### config.mk
export PLATFORM = sky130hd
export DESIGN_NAME = dle_frame_receiver_checksum
export DESIGN_NICKNAME = d
export VERILOG_FILES = /design/src/rtl/core/dfr_pkg.sv /design/src/rtl/core/dfr_step.sv /design/src/rtl/core/dle_frame_receiver_checksum.sv
export SDC_FILE = /design/constraint.sdc
export NUM_CORES = 1
export LEC_CHECK = 0
export ABC_AREA = 0
export ABC_CLOCK_PERIOD_IN_PS = 5500
export BUFFER_PORTS_ARGS = -buffer_cell sky130_fd_sc_hd__buf_2
export CORE_ASPECT_RATIO = 1.75
export CORE_UTILIZATION = 53
export CTS_BUF_LIST = sky130_fd_sc_hd__clkbuf_16
export DETAILED_ROUTE_END_ITERATION = 10
export MAX_ROUTING_LAYER = met4
export PLACE_DENSITY = 0.78
export SLEW_MARGIN = 20
export SYNTH_ARGS = -nofsm -noshare
export SYNTH_HDL_FRONTEND = slang
export SYNTH_SLANG_ARGS = --single-unit
### constraint.sdc
create_clock -name clk -period 5.5 [get_ports clk]
set_input_delay 0.55 -clock clk [delete_from_list [all_inputs] [get_ports clk]]
set_output_delay 0.55 -clock clk [all_outputs]
set_load 0.02 [all_outputs]
### src/rtl/core/dfr_pkg.sv
package dfr_pkg;

  // Parser mode, one-hot
  typedef enum logic [3:0] {
    MODE_IDLE      = 4'b0001,
    MODE_IDLE_ESC  = 4'b0010,
    MODE_FRAME     = 4'b0100,
    MODE_FRAME_ESC = 4'b1000
  } mode_t;

  // Result kinds
  typedef enum logic [1:0] {
    KIND_PAYLOAD = 2'd0,
    KIND_END     = 2'd1,
    KIND_ABORT   = 2'd2
  } kind_t;

  // Frame end error codes
  typedef enum logic [1:0] {
    ERR_GOOD     = 2'd0,
    ERR_SHORT    = 2'd1,
    ERR_SUM      = 2'd2,
    ERR_OVERFLOW = 2'd3
  } err_t;

  // Command classes
  typedef enum logic [1:0] {
    CMD_BUS     = 2'd0,
    CMD_GATEWAY = 2'd1,
    CMD_OTHER   = 2'd2
  } cmd_t;

  // Configuration register indexes
  localparam logic [2:0] REG_ESCAPE_CODE  = 3'd0;
  localparam logic [2:0] REG_START_CODE   = 3'd1;
  localparam logic [2:0] REG_END_CODE     = 3'd2;
  localparam logic [2:0] REG_BUS_CMD      = 3'd3;
  localparam logic [2:0] REG_GATEWAY_CMD  = 3'd4;
  localparam logic [2:0] REG_LENIENT      = 3'd5;

  // Frames shorter than this are reported short
  localparam int MIN_GOOD_LEN = 3;

  typedef struct packed {
    logic [7:0] escape_code;
    logic [7:0] start_code;
    logic [7:0] end_code;
    logic [7:0] bus_msg_command;
    logic [7:0] gateway_msg_command;
    logic       escape_lenient;
  } cfg_t;

  // Per-frame state, byte count kept apart since its width is parameterized
  typedef struct packed {
    mode_t      mode;
    logic [7:0] running_sum;
    logic [7:0] first_byte;
    logic [7:0] second_byte;
    logic       overflow_flag;
  } frame_state_t;

  typedef struct packed {
    kind_t      out_kind;
    logic [7:0] out_byte;
    logic [8:0] out_index;
    logic [9:0] frame_length;
    err_t       error_code;
    cmd_t       command_kind;
    logic [7:0] command_byte;
    logic [7:0] payload_length;
  } result_t;

endpackage

### src/rtl/core/dfr_step.sv
module dfr_step #(
  parameter int MAX_FRAME = 512,
  parameter int CW        = 10
) (
  input  dfr_pkg::cfg_t         cfg,
  input  dfr_pkg::frame_state_t st,
  input  logic [CW-1:0]         cnt,
  input  logic [7:0]            rx_byte,
  output dfr_pkg::frame_state_t st_next,
  output logic [CW-1:0]         cnt_next,
  output logic                  res_valid,
  output dfr_pkg::result_t      res
);
  import dfr_pkg::*;

  logic           do_store;
  logic           do_end;
  logic           do_abort;
  logic           do_clear;
  mode_t          mode_next;
  logic [CW+9:0]  cnt_ext;
  logic           is_esc;
  logic           is_start;
  logic           is_end;

  assign cnt_ext  = {10'd0, cnt};
  assign is_esc   = (rx_byte == cfg.escape_code);
  assign is_start = (rx_byte == cfg.start_code);
  assign is_end   = (rx_byte == cfg.end_code);

  // Mode decode: pick the action for this byte
  always_comb begin
    do_store  = 1'b0;
    do_end    = 1'b0;
    do_abort  = 1'b0;
    do_clear  = 1'b0;
    mode_next = st.mode;
    case (st.mode)
      MODE_IDLE: begin
        if (is_esc) mode_next = MODE_IDLE_ESC;
      end
      MODE_IDLE_ESC: begin
        if (!is_end && is_start) begin
          do_clear  = 1'b1;
          mode_next = MODE_FRAME;
        end else begin
          mode_next = MODE_IDLE;
        end
      end
      MODE_FRAME: begin
        if (is_esc) mode_next = MODE_FRAME_ESC;
        else        do_store  = 1'b1;
      end
      MODE_FRAME_ESC: begin
        if (is_end) begin
          do_end    = 1'b1;
          do_clear  = 1'b1;
          mode_next = MODE_IDLE;
        end else if (is_start) begin
          // restart inside a frame
          do_abort  = 1'b1;
          do_clear  = 1'b1;
          mode_next = MODE_FRAME;
        end else if (is_esc || cfg.escape_lenient) begin
          do_store  = 1'b1;
          mode_next = MODE_FRAME;
        end else begin
          // bad escape
          do_abort  = 1'b1;
          do_clear  = 1'b1;
          mode_next = MODE_IDLE;
        end
      end
      default: begin
        mode_next = MODE_IDLE;
      end
    endcase
  end

  // State update and result build
  always_comb begin
    st_next      = st;
    st_next.mode = mode_next;
    cnt_next     = cnt;
    res_valid    = 1'b0;
    res          = '0;
    res.out_kind     = KIND_PAYLOAD;
    res.error_code   = ERR_GOOD;
    res.command_kind = CMD_BUS;

    if (do_store) begin
      if (cnt >= CW'(MAX_FRAME)) begin
        st_next.overflow_flag = 1'b1;
      end else begin
        if (cnt == '0)           st_next.first_byte  = rx_byte;
        else if (cnt == CW'(1))  st_next.second_byte = rx_byte;
        st_next.running_sum = st.running_sum + rx_byte;
        cnt_next            = cnt + CW'(1);
        res_valid           = 1'b1;
        res.out_kind        = KIND_PAYLOAD;
        res.out_byte        = rx_byte;
        res.out_index       = cnt_ext[8:0];
      end
    end

    if (do_end) begin
      res_valid        = 1'b1;
      res.out_kind     = KIND_END;
      res.frame_length = cnt_ext[9:0];
      if (st.overflow_flag)               res.error_code = ERR_OVERFLOW;
      else if (cnt < CW'(MIN_GOOD_LEN))   res.error_code = ERR_SHORT;
      else if (st.running_sum != 8'd0)    res.error_code = ERR_SUM;
      else                                res.error_code = ERR_GOOD;
      if (st.first_byte == cfg.bus_msg_command)          res.command_kind = CMD_BUS;
      else if (st.first_byte == cfg.gateway_msg_command) res.command_kind = CMD_GATEWAY;
      else                                               res.command_kind = CMD_OTHER;
      res.command_byte   = st.first_byte;
      res.payload_length = st.second_byte;
    end

    if (do_abort) begin
      res_valid    = 1'b1;
      res.out_kind = KIND_ABORT;
    end

    if (do_clear) begin
      cnt_next              = '0;
      st_next.running_sum   = 8'd0;
      st_next.first_byte    = 8'd0;
      st_next.second_byte   = 8'd0;
      st_next.overflow_flag = 1'b0;
    end
  end

endmodule

### src/rtl/core/dle_frame_receiver_checksum.sv
// A result appears on the output in the cycle after its byte is accepted.
// Throughput: one byte per cycle; a byte is taken whenever the output register
// is empty or being drained in the same cycle.
// Reset (synchronous, active high): parser idle, frame state cleared, output
// empty, configuration registers back to their default codes.
module dle_frame_receiver_checksum #(
  parameter int MAX_FRAME = 512
) (
  input  logic       clk,
  input  logic       rst,
  // configuration write port
  input  logic       cfg_wr_en,
  input  logic [2:0] cfg_index,
  input  logic [7:0] cfg_data,
  // byte input
  input  logic       in_valid,
  output logic       in_ready,
  input  logic [7:0] rx_byte,
  // result output
  output logic       out_valid,
  input  logic       out_ready,
  output logic [1:0] out_kind,
  output logic [7:0] out_byte,
  output logic [8:0] out_index,
  output logic [9:0] frame_length,
  output logic [1:0] error_code,
  output logic [1:0] command_kind,
  output logic [7:0] command_byte,
  output logic [7:0] payload_length
);
  import dfr_pkg::*;

  localparam int CW = $clog2(MAX_FRAME + 1);

  cfg_t          cfg;
  frame_state_t  st;
  frame_state_t  st_next;
  logic [CW-1:0] cnt;
  logic [CW-1:0] cnt_next;
  logic          res_valid;
  result_t       res_next;
  result_t       res;
  logic          in_fire;

  assign in_ready = !out_valid || out_ready;
  assign in_fire  = in_valid && in_ready;

  // Configuration registers
  always_ff @(posedge clk) begin
    if (rst) begin
      cfg.escape_code         <= 8'd16;
      cfg.start_code          <= 8'd2;
      cfg.end_code            <= 8'd3;
      cfg.bus_msg_command     <= 8'd147;
      cfg.gateway_msg_command <= 8'd160;
      cfg.escape_lenient      <= 1'b0;
    end else if (cfg_wr_en) begin
      case (cfg_index)
        REG_ESCAPE_CODE: cfg.escape_code         <= cfg_data;
        REG_START_CODE:  cfg.start_code          <= cfg_data;
        REG_END_CODE:    cfg.end_code            <= cfg_data;
        REG_BUS_CMD:     cfg.bus_msg_command     <= cfg_data;
        REG_GATEWAY_CMD: cfg.gateway_msg_command <= cfg_data;
        REG_LENIENT:     cfg.escape_lenient      <= cfg_data[0];
        default: ;
      endcase
    end
  end

  // Per-byte parse step
  dfr_step #(
    .MAX_FRAME (MAX_FRAME),
    .CW        (CW)
  ) u_step (
    .cfg       (cfg),
    .st        (st),
    .cnt       (cnt),
    .rx_byte   (rx_byte),
    .st_next   (st_next),
    .cnt_next  (cnt_next),
    .res_valid (res_valid),
    .res       (res_next)
  );

  // Frame state registers
  always_ff @(posedge clk) begin
    if (rst) begin
      st.mode          <= MODE_IDLE;
      st.running_sum   <= 8'd0;
      st.first_byte    <= 8'd0;
      st.second_byte   <= 8'd0;
      st.overflow_flag <= 1'b0;
      cnt              <= '0;
    end else if (in_fire) begin
      st  <= st_next;
      cnt <= cnt_next;
    end
  end

  // Output register
  always_ff @(posedge clk) begin
    if (rst) begin
      out_valid <= 1'b0;
    end else if (in_fire) begin
      out_valid <= res_valid;
    end else if (out_ready) begin
      out_valid <= 1'b0;
    end
  end

  always_ff @(posedge clk) begin
    if (in_fire && res_valid) begin
      res <= res_next;
    end
  end

  assign out_kind       = res.out_kind;
  assign out_byte       = res.out_byte;
  assign out_index      = res.out_index;
  assign frame_length   = res.frame_length;
  assign error_code     = res.error_code;
  assign command_kind   = res.command_kind;
  assign command_byte   = res.command_byte;
  assign payload_length = res.payload_length;

endmodule
==> results of run 1 <==
==> state kept, by name, summed over array words and instances (netlist names) <==
| register | cells |
|---|---|
| cfg | 41 |
| st | 29 |
| cnt | 10 |
| frame_length | 10 |
| out_index | 9 |
| command_byte | 8 |
| out_byte | 8 |
| payload_length | 8 |
| command_kind | 2 |
| error_code | 2 |
| out_kind | 2 |
| out_valid | 1 |
==> metal layers <==
layer	global-route usage	part of all wire
met5	-	0
met4	0.149	0.043
met3	0.0563	0.051
met2	0.447	0.53
met1	0.253	0.38
==> kinds of logic after synthesis <==
group / count (synthesis)
muxes: 8
buffers and inverters: 44
and+or+nand+nor: 247
adders and majority gates: 11
xor gates and xnor gates: 49
DFF: 130
AOI/OAI and AO/OA: 107
==> final cells by class <==
class,count,share of cell area
clock buffer,17,0.0606
clock inverter,15,0.0225
inverter,7,0.00374
multi-input combinational,422,0.394
sequential,130,0.441
tap,132,0.0235
timing repair buffer,76,0.0549
==> through the flow <==
step	cells	instance area (µm²)	hold WS, ns	setup WS (ns)
after floorplan	596	6060	0.441	0.907
after global placement	767	6430	0.454	2.03
after detailed placement	767	6430	0.461	1.87
after CTS	799	7020	0.404	2.16
after global routing	799	7020	0.417	1.96
final	799	7020	0.423	2.13
==> power by group through the flow <==
stage	sequential (W)	combinational [W]	clock (W)
2_1_floorplan	0.00102	0.0000650	0
3_3_place_gp	0.00103	0.0000853	0
3_5_place_dp	0.00103	0.0000878	0
4_1_cts	0.00101	0.0000884	0.00112
5_1_grt	0.00101	0.0000971	0.00115
6_report	0.00101	0.0000886	0.00110
==> worst min-delay path by stage <==
stage / end / depth (start not counted) / start / slack [ns]
6_report: cfg[38]$_SDFFE_PP0P_ / 3 / cfg_data[5] / 0.42
5_1_grt: cfg[38]$_SDFFE_PP0P_ / 3 / cfg_data[5] / 0.42
4_1_cts: cfg[7]$_SDFFE_PP0P_ / 3 / cfg_data[6] / 0.40
3_5_place_dp: cfg[5]$_SDFFE_PP0P_ / 2 / cfg[5]$_SDFFE_PP0P_ / 0.46
3_3_place_gp: cfg[34]$_SDFFE_PP0P_ / 2 / cfg[34]$_SDFFE_PP0P_ / 0.45
2_1_floorplan: st[1]$_SDFFE_PP0P_ / 1 / st[1]$_SDFFE_PP0P_ / 0.44
==> placed cells by master (no fill, tap or decap), types with 4 or more instances in the layout <==
cell type   n
nand2_1    90
dfxtp_1    81
buf_2      74
a21oi_1    49
edfxtp_1   49
nor2_1     37
and3_1     23
xnor2_1    22
nand3_1    22
xor2_1     20
and2_1     18
clkbuf_16  17
a22o_1     16
nand4_1    11
nor3_1     11
ha_1       10
o21ai_0     8
mux2i_1     8
xor2_2      6
inv_1       6
or3_1       5
nor4_1      5
nor2b_1     4
and4_1      4
clkinv_4    4
==> worst max-delay path: stages (launching register included) <==
cell,delay [ns]
dfxtp_1,0.35
xor2_2,0.20
nor4_4,0.41
and2_1,0.76
o21ai_4,0.15
a31oi_2,0.72
and4_1,0.51
a22o_1,0.20
==> key figures, run 1 <==
Run status
  – Status: completed

Synth
  – Register area share after synthesis: 0.511
  – Adder-cell area share of the yosys netlist: 0.0240
  – Synth Area in XOR/XNOR: 0.0795
  – Unique masters post-synth: 58
  – Post-synth EDFFs: 49
  – Synth area leaders: dfxtp_1 27%, edfxtp_1 24%, nand2_1 5.6%, a21oi_1 4.1%, xnor2_1 3.2%
  – Asr flop ratio synth: 0
  – Average size of a mapped cell: just over 10 µm²
  – Flops & latches, synth: 130
  – Synthesized Nets: 631
  – Area fraction in compound gates after synthesis: 0.128
  – Multiplexer area fraction after synthesis: 0.0132
  – Largest family of logic cells by synthesized area: simple AND/OR/NAND/NOR gates
  – Main synth FF type: dfxtp_1
  – Synth area leader: dfxtp_1
  – Simple-gate portion of the synthesized area: 0.208
  – Post-synth top area share: 0.268
  – Post-Syn Instances: 596
  – Yosys warns: 0
  – Post-synthesis cell area: 0.00606 mm²
  – Top cells by count, synth: 90 x nand2_1, 81 x dfxtp_1, 50 x a21oi_1
  – Most numerous cell in the Yosys netlist: nand2_1

Clock network
  – TritonCTS clock tree: yes
  – CTS Root Cell: clkbuf_16
  – Post-CTS sizing: 0
  – CTS HTree Levels: 4
  – CTS buffer count: 17
  – Clock latency on the worst-skew pair: around 0.42 ns
  – Post-CTS Setup Inserts: 0
  – CTS Sinks: 130
  – Cts hold-fix bufs: 0
  – CTS Buffer Depth: 2
  – Clock transition at path regs: 0.06 ns

Power and ir drop
  – Pwr dens: between 300 and 400 mW/mm²
  – Sw Pwr: 0.000501 W
  – Clock network fraction of total power: 0.502
  – Net Sw Frac: 0.228
  – Tot Pwr: ~0.0022 W
  – P_leak: 2.48 nW
  – Combinational power share: 0.040
  – Worst VDD drop: around 0.00033 V
  – Internal Pwr Total: about 0.0017 W
  – Seq pwr share: 0.457

Global routing
  – First-pass GRT wire length: 22600 µm
  – Largest net degree at the start of global routing: 50
  – Total GRT Usage: 0.252
  – Vias in the first global route: 4587
  – Initial antenna violation count: 0
  – Total global routing overflow: 0

Finish
  – Nets@finish: 689
  – FILL cells: 934
  – Layout cells sized above 1: 0.199
  – Area of the multi-input gates: 0.00276 mm²
  – FF/Latch Area: around 0.0031 mm²
  – Finished Core Util: 0.632
  – Area delta synth->final: 15.8%
  – Number of diodes: 0

Routing
  – Antenna viol nets, final: 0
  – Drt total wl: 14100 µm
  – DRC errors left: 0
  – DR WL/cell: 17.6 µm
  – DRT Pass-1 Iters: 5
  – Via/cell ratio: 5.90
  – Initial drt markers: 396
  – Via count: between 4000 and 5000

Flow run
  – Max-cap violation count: 0

Worst setup path
  – Worst endpoint data arrival time: 3.73 ns
  – R2R Setup Slk: 2.13 ns
  – Startpoint types: flip-flop
  – Critical Path Start: cfg[19]$_SDFFE_PP0P_
  – CP endpoint: st[8]$_SDFFE_PP0P_
  – Req. time, crit path: 5.86 ns
  – Critical Path Fanout Max: 26
  – WS Path Type: reg2reg
  – Worst Setup End Kind: flip-flop
  – Launching point of the worst reg2reg path: cfg[19]$_SDFFE_PP0P_
  – Reg2reg end: st[8]$_SDFFE_PP0P_
  – R2R depth: 7

STA
  – Fmax: around 300 MHz
  – Slew Limit Headroom: 0.258
  – Pins Over Slew Limit: 0
  – Final Hold Viols: 0
  – Unrepaired setup endpoints after global routing: no
  – Fin crit period: 3.37 ns
  – Final setup vio count: 0
  – Final Skew: 0.00707 ns
  – Slew @ Worst Pin: 1.11 ns
  – Total Neg Setup Slack: 0 ns
  – Crit share post-route: 0.612

Worst hold path
  – Hold Crit Class: in2reg

Floorplan
  – Starting density of the core: 0.546
  – Die ar.: approximately 0.012 mm²
  – Die width: approximately 83 µm
  – Chip height: 143 µm
  – Num ports: 75
  – Std-Cell Core Area: 0.0111 mm²
  – Row Count: 51

Place
  – Port Buffers: 74
  – Dpl hpwl: between 9000 and 10000 µm
  – RePlAce Congestion: 0.863
Note: power is estimated with default switching activity, not from simulation.
==> run 2, diff against run 1 <==
Settings changed: ABC_CLOCK_PERIOD_IN_PS 5500 to 2900, CORE_UTILIZATION 53 to 52, PLACE_DENSITY 0.78 to 0.8.
Clock period 5.5 ns to 2.9 ns, I/O delays scaled along.
==> run 2 against run 1 <==
Worst hold slack got worse by 0.26 ns. Routed wire length increased by 0.83%. Clock power increased by 91%. Total power increased by 90%. Count of clock-buffer cells in the layout unchanged. Setup slack got worse by 1.9 ns. Largest cell class unchanged. Final cell count increased by 1.0%. Fmax increased by 29%. Final area increased by 1.1%. Sequential cell count unchanged.
==> key figures, run 2 (synthesis results as in run 1) <==
Run status
  – Status: completed

Finish
  – Non-filler cells, final: 807 (+1.0%)
  – Largest regs: cfg (41), st (29)
  – Nets@finish: 697 (+1.2%)
  – Max reg flops: 41 (unchanged)
  – Top register by number of flip-flops: cfg
  – Layout cells sized above 1: 0.207 (+0.00801)
  – Finished Core Util: 0.631 (about the same)
  – Most frequent cells in the layout: 90 x nand2_1, 81 x dfxtp_1, 74 x buf_2, 49 x a21oi_1, 49 x edfxtp_1
  – Post-route cell area: 0.00709 mm² (+1.1%)
  – Area delta synth->final: 17.1%
  – Most common cell after layout, fill and taps aside: nand2_1
  – Number of diodes: 0 (unchanged)

STA
  – Fin crit period: 2.62 ns (-0.749 ns)
  – Final setup vio count: 0 (unchanged)
  – Slew Limit Headroom: 0.314 (+0.0560)
  – Final Skew: 0.00653 ns (-0.000535 ns)
  – Final Hold Viols: 0 (unchanged)
  – Unrepaired setup endpoints after global routing: no
  – Slew @ Worst Pin: 1.03 ns (-0.0804 ns)
  – Pins Over Slew Limit: 0 (unchanged)
  – Crit share post-route: 0.903 (+0.291)
  – Total Neg Setup Slack: 0 ns (unchanged)
  – Fmax: 382 MHz (+29%)

Worst setup path
  – Stages on worst setup path: 7 (unchanged)
  – Launching point of the worst reg2reg path: cfg[39]$_SDFFE_PP0P_
  – Buf/Inv on CP: 0 (unchanged)
  – Critical path's largest stage delay: 0.51 ns (-0.25 ns)
  – Top delay family on crit path: simple AND/OR/NAND/NOR gates
  – R2R Setup Slk: 0.28 ns (-1.85 ns)
  – R2R depth: 7 (unchanged)
  – Reg2reg end: st[24]$_SDFFE_PP0P_
  – Startpoint types: flip-flop
  – Worst endpoint data arrival time: 2.97 ns (-0.76 ns)
  – Critical Path Fanout Max: 8 (-69%)
  – Critical-path top delay cell: or4b_1
  – WS Path Type: reg2reg
  – CP endpoint: st[24]$_SDFFE_PP0P_
  – Req. time, crit path: 3.25 ns (-2.61 ns)
  – CP Cell Sequence: xor2_1 > nor4_2 > a21oi_2 > or3_1 > o21ai_1 > or4b_1 > a31oi_1
  – Critical Path Start: cfg[39]$_SDFFE_PP0P_
  – Worst Setup End Kind: flip-flop

Power and ir drop
  – Pwr dens: 589 mW/mm² (+88%)
  – Tot Pwr: 0.00418 W (+90%)
  – P_leak: 2.52 nW (+1.5%)
  – Worst VDD drop: 0.000495 V (+49%)

Clock network
  – CTS Root Cell: clkbuf_16
  – Post-CTS Setup Inserts: 0 (unchanged)
  – TritonCTS clock tree: yes
  – CTS Buffer Depth: 2 (unchanged)
  – Clock transition at path regs: 0.06 ns (about the same)
  – CTS buffer count: 17 (unchanged)
  – CTS HTree Levels: 4 (unchanged)
  – Post-CTS sizing: 0 (unchanged)
  – Cts hold-fix bufs: 0 (unchanged)
  – Clock latency on the worst-skew pair: 0.42 ns (about the same)
  – CTS Sinks: 130 (unchanged)

Floorplan
  – Row Count: 51 (unchanged)
  – Num ports: 75 (unchanged)
  – Std-Cell Core Area: 0.0112 mm² (+1.2%)
  – Chip height: 145 µm (+0.94%)
  – Die ar.: 0.0121 mm² (+1.9%)
  – Die width: 83.6 µm (+0.94%)
  – Starting density of the core: 0.539 (-0.00620)

Global routing
  – Initial antenna violation count: 0 (unchanged)
  – Total global routing overflow: 0 (unchanged)
  – Largest net degree at the start of global routing: 50 (unchanged)
  – Total GRT Usage: 0.249 (-0.00270)
  – First-pass GRT wire length: 22700 µm (+0.24%)
  – Vias in the first global route: 4624 (+0.81%)

Place
  – Placed insts: 775 (+1.0%)
  – Placed inst area: 0.00651 mm² (+1.1%)
  – RePlAce Congestion: 0.904 (+4.7%)
  – Dpl hpwl: 10100 µm (+1.9%)
  – Port Buffers: 74 (unchanged)

Routing
  – Drt total wl: 14200 µm (+0.83%)
  – DRT Pass-1 Iters: 5 (unchanged)
  – Via/cell ratio: 5.90 (about the same)
  – Via count: 4759 (+1.0%)
  – Antenna viol nets, final: 0 (unchanged)
  – DRC errors left: 0 (unchanged)
  – DR WL/cell: 17.6 µm (-0.17%)
  – Initial drt markers: 306 (-23%)

Worst hold path
  – Hold Crit Class: in2reg

Flow run
  – Max-cap violation count: 0 (unchanged)
run 2: changes by cell type in the layout (fill, tap and decap cells not counted), moves of 2 or more:
cell        delta
clkinvlp_4     +2
clkinv_4       -2
clkinv_2       -2
buf_4          +7
run 2: per-stage QoR:
| stage | hold slack (ns) | setup WS (ns) |
|---|---|---|
| 6_report | 0.162 | 0.281 |
| 5_1_grt | 0.155 | 0.130 |
| 2_1_floorplan | 0.413 | 0.0211 |
| 3_5_place_dp | 0.456 | 0.194 |
| 4_1_cts | 0.155 | 0.301 |
| 3_3_place_gp | 0.456 | 0.249 |
run 2: worst min path at each step:
stage / from / endpoint / slack (ns) / cells past startpoint
after floorplan: cfg_data[5] / cfg[6]$_SDFFE_PP1P_ / 0.41 / 2
after global placement: st[1]$_SDFFE_PP0P_ / st[1]$_SDFFE_PP0P_ / 0.46 / 1
after detailed placement: st[7]$_SDFFE_PP0P_ / st[7]$_SDFFE_PP0P_ / 0.46 / 1
after CTS: cfg_data[5] / cfg[38]$_SDFFE_PP0P_ / 0.16 / 3
after global routing: cfg_data[5] / cfg[38]$_SDFFE_PP0P_ / 0.16 / 3
final: cfg_data[2] / cfg[27]$_SDFFE_PP0P_ / 0.16 / 3
run 2: final cells by class:
class / instances / area, µm²
Clock inverter: 15 / 160
Multi-Input combinational cell: 422 / 2760
Fill cell: 889 / 4140
Sequential cell: 130 / 3090
Timing Repair Buffer: 84 / 458
Tap cell: 132 / 165
Inverter: 7 / 26.3
Clock buffer: 17 / 425
run 2: layer usage:
metal / vias to the layer above / share of wire / GRT usage
met2: 198 / 0.53 / 0.448
met4: 0 / 0.042 / 0.146
met3: 47 / 0.049 / 0.0482
met1: 2269 / 0.38 / 0.252
li1: 2245 / - / -
met5: - / 0 / -
run 2: worst register-to-register path, cell delays in order (launching register included):
cell and delay (ns):
dfxtp_1 0.33, xor2_1 0.17, nor4_2 0.43, a21oi_2 0.18, or3_1 0.39, o21ai_1 0.36
or4b_1 0.51, a31oi_1 0.17
run 2: where the power goes:
part | switching [W] | internal (W) | total (W)
sequential | 0.0000133 | 0.00189 | 0.00191
clock | 0.000830 | 0.00127 | 0.00210
combinational | 0.000111 | 0.0000585 | 0.000170
